===== config.mk =====
export PLATFORM = sky130hd
export DESIGN_NAME = circular_fifo_queue
export DESIGN_NICKNAME = d
export VERILOG_FILES = /design/src/rtl/cfq_pkg.sv /design/src/rtl/circular_fifo_queue.sv /design/src/rtl/cfq_cell.sv
export SDC_FILE = /design/constraint.sdc
export NUM_CORES = 1
export LEC_CHECK = 0
export CORE_MARGIN = 3
export CORE_UTILIZATION = 40
export DETAILED_ROUTE_END_ITERATION = 6
export DONT_BUFFER_PORTS = 1
export GPL_ROUTABILITY_DRIVEN = 0
export GPL_TIMING_DRIVEN = 0
export PLACE_DENSITY_LB_ADDON = 0.12
export SLEW_MARGIN = 20
export SYNTH_ARGS = -nofsm -noshare
export SYNTH_HDL_FRONTEND = slang
export SYNTH_SLANG_ARGS = --single-unit

===== constraint.sdc =====
create_clock -name clk_i -period 4.2 [get_ports clk_i]
set_clock_uncertainty 0.2 [all_clocks]
set_input_delay 0.42 -clock clk_i [delete_from_list [all_inputs] [get_ports clk_i]]
set_output_delay 0.42 -clock clk_i [all_outputs]
set_load 0.02 [all_outputs]

===== src/rtl/cfq_pkg.sv =====
// Package of the circular FIFO queue: sizes, operation codes, request and
// result structs, and the control bundle that drives the storage cells.
// No dependencies.
package cfq_pkg;

  localparam int unsigned Depth     = 16;
  localparam int unsigned DataWidth = 32;
  localparam int unsigned IdxW      = $clog2(Depth);
  localparam int unsigned CntW      = $clog2(Depth + 1);

  typedef enum logic [1:0] {
    ModeEnq   = 2'd0,
    ModeDeq   = 2'd1,
    ModePeek  = 2'd2,
    ModeClear = 2'd3
  } mode_e;

  typedef struct packed {
    mode_e                mode;
    logic [DataWidth-1:0] data_in;
  } in_req_t;

  typedef struct packed {
    logic                 ok;
    logic [DataWidth-1:0] data_out;
    logic [CntW-1:0]      count;
    logic                 is_empty;
  } out_rsp_t;

  typedef struct packed {
    logic wr_en;
    logic head_adv;
    logic tail_adv;
    logic clr;
  } cell_ctrl_t;

endpackage


===== src/rtl/circular_fifo_queue.sv =====
// Top level of the circular FIFO queue: capacity register, fill count,
// result register and the row of cfq_cell storage cells. Depends on cfq_pkg.
//
//   channel | direction | handshake                 | payload
//   in      | request   | in_valid_i / in_ready_o   | in_req_i  (mode, data_in)
//   out     | result    | out_valid_o / out_ready_i | out_rsp_o (ok, data_out, count, is_empty)
//   cfg     | write     | cfg_valid_i / cfg_ready_o | cfg_data_i (capacity)
//
// One request is taken per cycle while the result register is free or being
// read; its result is registered and appears in the cycle after. Head and tail
// are one-hot tokens that step one cell per operation.
// A stalled result holds the request side only while the result register is full.
// Reset sets capacity to sixteen and puts both tokens on cell zero with the queue empty.
module circular_fifo_queue (
  input  logic                         clk_i,
  input  logic                         rst_ni,
  input  logic                         in_valid_i,
  output logic                         in_ready_o,
  input  cfq_pkg::in_req_t             in_req_i,
  output logic                         out_valid_o,
  input  logic                         out_ready_i,
  output cfq_pkg::out_rsp_t            out_rsp_o,
  input  logic                         cfg_valid_i,
  output logic                         cfg_ready_o,
  input  logic [cfq_pkg::CntW-1:0]     cfg_data_i
);

  localparam int unsigned N = cfq_pkg::Depth;

  logic [cfq_pkg::CntW-1:0]      cap_q;
  logic [cfq_pkg::CntW-1:0]      cap_eff;
  logic [cfq_pkg::CntW-1:0]      fill_q, fill_d;
  logic                          out_valid_q;
  cfq_pkg::out_rsp_t             out_rsp_q, out_rsp_d;
  cfq_pkg::cell_ctrl_t           ctrl;
  logic                          accept;

  logic [N-1:0]                  head_pass, head_wrap, tail_pass, tail_wrap;
  logic [N-1:0]                  head_in, tail_in;
  logic [cfq_pkg::DataWidth-1:0] rdata [N];
  logic [cfq_pkg::DataWidth-1:0] head_word;

  assign in_ready_o  = ~out_valid_q | out_ready_i;
  assign accept      = in_valid_i & in_ready_o;
  assign cfg_ready_o = 1'b1;
  assign out_valid_o = out_valid_q;
  assign out_rsp_o   = out_rsp_q;

  // saturate the capacity to one..depth
  always_comb begin
    if (cap_q == '0) begin
      cap_eff = cfq_pkg::CntW'(1);
    end else if (cap_q > cfq_pkg::CntW'(N)) begin
      cap_eff = cfq_pkg::CntW'(N);
    end else begin
      cap_eff = cap_q;
    end
  end

  // the first cell collects every token that wraps
  always_comb begin
    head_in[0] = |head_wrap;
    tail_in[0] = |tail_wrap;
    for (int i = 1; i < N; i++) begin
      head_in[i] = head_pass[i-1];
      tail_in[i] = tail_pass[i-1];
    end
  end

  always_comb begin
    head_word = '0;
    for (int i = 0; i < N; i++) begin
      head_word = head_word | rdata[i];
    end
  end

  for (genvar g = 0; g < N; g++) begin : g_cell
    cfq_cell u_cell (
      .clk_i       (clk_i),
      .rst_ni      (rst_ni),
      .cell_idx_i  (cfq_pkg::IdxW'(g)),
      .cap_i       (cap_eff),
      .ctrl_i      (ctrl),
      .wdata_i     (in_req_i.data_in),
      .head_in_i   (head_in[g]),
      .tail_in_i   (tail_in[g]),
      .head_pass_o (head_pass[g]),
      .head_wrap_o (head_wrap[g]),
      .tail_pass_o (tail_pass[g]),
      .tail_wrap_o (tail_wrap[g]),
      .rdata_o     (rdata[g])
    );
  end

  always_comb begin
    ctrl               = '0;
    fill_d             = fill_q;
    out_rsp_d.ok       = 1'b0;
    out_rsp_d.data_out = '0;
    case (in_req_i.mode)
      cfq_pkg::ModeEnq: begin
        if (fill_q < cap_eff) begin
          ctrl.wr_en    = accept;
          ctrl.tail_adv = accept;
          fill_d        = fill_q + cfq_pkg::CntW'(1);
          out_rsp_d.ok  = 1'b1;
        end
      end
      cfq_pkg::ModeDeq: begin
        if (fill_q != '0) begin
          ctrl.head_adv      = accept;
          fill_d             = fill_q - cfq_pkg::CntW'(1);
          out_rsp_d.ok       = 1'b1;
          out_rsp_d.data_out = head_word;
        end
      end
      cfq_pkg::ModePeek: begin
        if (fill_q != '0) begin
          out_rsp_d.ok       = 1'b1;
          out_rsp_d.data_out = head_word;
        end
      end
      cfq_pkg::ModeClear: begin
        ctrl.clr     = accept;
        fill_d       = '0;
        out_rsp_d.ok = 1'b1;
      end
      default: begin
        fill_d = fill_q;
      end
    endcase
    out_rsp_d.count    = fill_d;
    out_rsp_d.is_empty = (fill_d == '0);
  end

  always_ff @(posedge clk_i or negedge rst_ni) begin
    if (!rst_ni) begin
      cap_q       <= cfq_pkg::CntW'(N);
      fill_q      <= '0;
      out_valid_q <= 1'b0;
    end else begin
      if (cfg_valid_i && cfg_ready_o) cap_q <= cfg_data_i;
      if (accept) begin
        fill_q      <= fill_d;
        out_valid_q <= 1'b1;
      end else if (out_ready_i) begin
        out_valid_q <= 1'b0;
      end
    end
  end

  always_ff @(posedge clk_i) begin
    if (accept) out_rsp_q <= out_rsp_d;
  end

endmodule


===== src/rtl/cfq_cell.sv =====
// One storage cell of the queue: a data word plus the head and tail tokens
// that travel along the row of cells. Depends on cfq_pkg.
module cfq_cell (
  input  logic                         clk_i,
  input  logic                         rst_ni,
  input  logic [cfq_pkg::IdxW-1:0]     cell_idx_i,
  input  logic [cfq_pkg::CntW-1:0]     cap_i,
  input  cfq_pkg::cell_ctrl_t          ctrl_i,
  input  logic [cfq_pkg::DataWidth-1:0] wdata_i,
  input  logic                         head_in_i,
  input  logic                         tail_in_i,
  output logic                         head_pass_o,
  output logic                         head_wrap_o,
  output logic                         tail_pass_o,
  output logic                         tail_wrap_o,
  output logic [cfq_pkg::DataWidth-1:0] rdata_o
);

  logic                          head_q, head_d;
  logic                          tail_q, tail_d;
  logic [cfq_pkg::DataWidth-1:0] data_q;
  logic                          is_first;
  logic                          wrap;

  assign is_first = (cell_idx_i == '0);
  // the next slot lies at or past the capacity: hand the token back to cell zero
  assign wrap = ({1'b0, cell_idx_i} + cfq_pkg::CntW'(1)) >= cap_i;

  assign head_pass_o = head_q & ~wrap;
  assign head_wrap_o = head_q & wrap;
  assign tail_pass_o = tail_q & ~wrap;
  assign tail_wrap_o = tail_q & wrap;
  assign rdata_o     = head_q ? data_q : '0;

  always_comb begin
    head_d = head_q;
    tail_d = tail_q;
    if (ctrl_i.clr) begin
      head_d = is_first;
      tail_d = is_first;
    end else begin
      if (ctrl_i.head_adv) head_d = head_in_i;
      if (ctrl_i.tail_adv) tail_d = tail_in_i;
    end
  end

  always_ff @(posedge clk_i or negedge rst_ni) begin
    if (!rst_ni) begin
      head_q <= is_first;
      tail_q <= is_first;
    end else begin
      head_q <= head_d;
      tail_q <= tail_d;
    end
  end

  always_ff @(posedge clk_i) begin
    if (ctrl_i.wr_en && tail_q) begin
      data_q <= wdata_i;
    end
  end

endmodule


==> impl_metrics.py <==
metrics = {
    "outcome": {
        "status": "finished, final reports clean",
    },
    "logic_synthesis": {
        "synth_adder_area_share": 0.00565,
        "syn_inst": 1257,
        "synth-main-ff-cell": "edfxtp_1",
        "ys_seq_area_frac": 0.796,
        "syn_avg_cell_area_um2": 17.6,
        "synth_top_family_by_area": "compound AO/OA/AOI/OAI gates",
        "synth-edff-count": 551,
        "yosys.area_share.simple": 0.0396,
        "synth_warnings": 0,
        "synth_seq_cells": 594,
        "yosys.area_share.xor_xnor": 0,
        "synth_mux_area_frac": 0.00203,
        "synth_area_mm2": 0.0221,
        "async_flop_share": 0.0724,
        "synth_compound_area_frac": 0.137,
        "ys_types": 60,
        "syn-num-nets": 1311,
    },
    "global_route": {
        "grt_overflow": 0,
        "grt_pass1_wl_um": 101000,
        "busiest_layer": "met2",
        "grt_pass1_vias": 13000,
        "grt_util_all_layers": 0.254,
        "antenna_found_initial": 3,
        "met2_usage": 0.420,
        "grt_max_degree": 44,
        "grt_use_met1": 0.355,
        "grt_util_met3": 0.0370,
    },
    "hold_path": {
        "hp-class": "input port to flip-flop",
        "whs_path_depth": 2,
        "worstHoldStart": "cfg_valid_i",
        "hold_end": "cap_q[4]$_DFFE_PN1P_",
    },
    "sta": {
        "rsz0062_at_grt": "no",
        "slew_headroom": 0.184,
        "holdWs_ns": 0.0522,
        "setup_ws_ns": 0.225,
        "min_period_ns": 3.98,
        "worst_pin_slew_ns": 1.22,
        "post-route-period-util": 0.946,
        "hold_violations": 0,
        "final-setup-viol-count": 0,
        "fmax_mhz": 252,
        "drv_slew": 0,
    },
    "run": {
        "cap_violations": 0,
    },
    "drt": {
        "vias_per_cell": 6.24,
        "firstDrtPassIters": 5,
        "detail-route-antenna-nets": 0,
        "vias": 13300,
        "drc": 0,
        "avgRoutedWirePerCell_um": 34.7,
        "drt-initial-drc-count": 1690,
        "drt-total-wl_um": 73800,
    },
    "clocking": {
        "cts_buffer_depth": 3,
        "root_buffer": "clkbuf_16",
        "clk_latency_ns": 0.64,
        "cts_setup_buffers": 0,
        "htreeDepth": 2,
        "numCtsBuffers": 59,
        "clkTransAtPathRegs_ns": 0.07,
        "cts_tree": "yes",
        "cts.sinks": 594,
    },
    "setup_path": {
        "critPathRequiredTime_ns": 4.27,
        "cp.arrival_ns": 4.05,
        "cp_max_fo": 16,
        "endpoint_kind": "flip-flop",
        "r2r-end": "g_cell[13].u_cell.data_q[25]$_DFFE_PP_",
        "cp_slowest_cell": "dfstp_2",
        "r2r-start": "cap_q[4]$_DFFE_PN1P_",
        "crit_chain": "clkinv_2, nand2_1, ha_1, o2111a_1, a21oi_1, and3_1, buf_2, clkbuf_2, and2_2",
        "path_class": "flip-flop to flip-flop",
        "r2r_cells": 9,
        "max_stage_delay_ns": 0.73,
        "critPathLaunchType": "flip-flop",
        "crit_family": "simple AND/OR/NAND/NOR gates",
        "cp-startpoint": "cap_q[4]$_DFFE_PN1P_",
        "path_buf_inv": 3,
        "rrSetupSlack_ns": 0.22,
    },
    "placed_design": {
        "io_buffers": 0,
        "post-dp-hpwl_um": 42100,
        "place_worst_setup_slack_ns": -0.296,
        "dp_cells": 1968,
    },
    "die": {
        "dieWidth_um": 241,
        "row_count": 85,
        "dieArea_mm2": 0.0582,
        "io_pins": 86,
        "core_area_mm2": 0.0542,
        "die_y_um": 241,
        "initial_core_util": 0.408,
    },
    "layout": {
        "final_common_cell": "edfxtp_1",
        "area_delta_synth_final_pct": 16.2,
        "drive_gt1_frac": 0.112,
        "regArea_mm2": 0.0176,
        "fill_cells": 4599,
        "layout_common_cells": "edfxtp_1, a221oi_1, a22o_1, clkbuf_1, a22oi_1",
        "nets": 1436,
        "fin_cells": 2128,
        "multi_input_area_mm2": 0.00414,
    },
    "power_and_ir_drop": {
        "power.density_mw_per_mm2": 524,
        "total_leakage_power_nw": 8.15,
        "vdd_drop_max_mv": 0.354,
    },
}
==> state kept, by name (all words and copies together) (netlist names) <==
| name | flops |
|---|---|
| out_rsp_o | 39 |
| g_cell.u_cell.tail_q | 16 |
| g_cell.u_cell.data_q | 512 |
| fill_q | 5 |
| cap_q | 5 |
| g_cell.u_cell.head_q | 16 |
| out_valid_o | 1 |
==> area by class of cell <==
| cell class | count | share of cell area |
|---|---|---|
| Antenna cell | 2 | 0.000195 |
| Buffer | 88 | 0.0146 |
| Clock buffer | 70 | 0.0590 |
| Clock inverter | 39 | 0.0123 |
| Inverter | 16 | 0.00243 |
| Multi-Input combinational cell | 560 | 0.161 |
| Sequential cell | 594 | 0.685 |
| Tap cell | 696 | 0.0338 |
| Timing Repair Buffer | 63 | 0.0316 |
==> cells in the mapped netlist (4+ instances only) <==
cell type	n	area (um^2)
a21oi_1	28	140
nand2b_1	4	25.0
edfxtp_1	551	16500
nand3_1	22	110
nor2_1	12	45.0
and3_1	35	219
a22oi_1	69	518
inv_1	14	52.6
buf_1	5	18.8
and2_1	17	106
clkbuf_1	73	274
dfrtp_1	40	1000
a22o_1	96	841
o21ai_0	15	75.1
mux2_2	4	45.0
nand2_1	47	176
buf_2	7	35.0
a31oi_1	36	225
ha_1	10	125
a32o_1	11	110
nor3_1	5	25.0
a221oi_1	98	858
nand3b_1	4	30.0
==> layer usage <==
metal	wire length, um	vias up
met5	7	-
met4	1890	2
li1	-	5505
met1	31000	7097
met3	5280	98
met2	35700	580
==> worst max path at each step <==
stage | to | slack [ns] | cells after the start
floorplan | g_cell[0].u_cell.data_q[0]$_DFFE_PP_ | 0.35 | 10
global placement | g_cell[15].u_cell.data_q[3]$_DFFE_PP_ | -1.74 | 10
detailed placement | g_cell[2].u_cell.data_q[24]$_DFFE_PP_ | -0.30 | 10
CTS | g_cell[15].u_cell.data_q[1]$_DFFE_PP_ | 0.24 | 10
global route | g_cell[2].u_cell.data_q[16]$_DFFE_PP_ | 0.05 | 11
finish | g_cell[13].u_cell.data_q[25]$_DFFE_PP_ | 0.22 | 9
==> per-stage QoR <==
stage / utilization / TNS [ns] / cell area [um^2] / power (mW)
final: 0.474 / 0 / 25700 / 13.5
after global routing: 0.474 / 0 / 25700 / 13.9
after CTS: 0.474 / 0 / 25700 / 13.5
after detailed placement: 0.431 / -63.50 / 23400 / 8.40
after global placement: 0.424 / -806.94 / 23000 / 8.38
after floorplan: - / 0 / 22100 / 7.79
==> worst register-to-register path, cell delays in order (launching register included) <==
cell,delay [ns]
dfstp_2,0.73
clkinv_2,0.25
nand2_1,0.11
ha_1,0.23
o2111a_1,0.31
a21oi_1,0.36
and3_1,0.22
buf_2,0.15
clkbuf_2,0.36
and2_2,0.69
==> power by group <==
group	switching [mW]	internal, mW
clock	2.27	2.82
sequential	0.169	6.64
combinational	1.06	0.521
total	3.49	9.98
==> repair_timing <==
item / CTS / global route
endpoints found under the hold margin: 561 / 0
setup endpoints to repair: 412 / 0
hold buffers: 48 / 0
resized for setup: 2 / 0
==> cells by family after synthesis <==
logic type | count (synthesis)
AO/OA/AOI/OAI | 381
flip-flops | 594
adder cells (fa/ha/maj) | 10
multiplexers | 4
AND/OR/NAND/NOR | 162
buffers and inverters | 105
other | 1
Note: power is estimated with default switching activity, not from simulation.
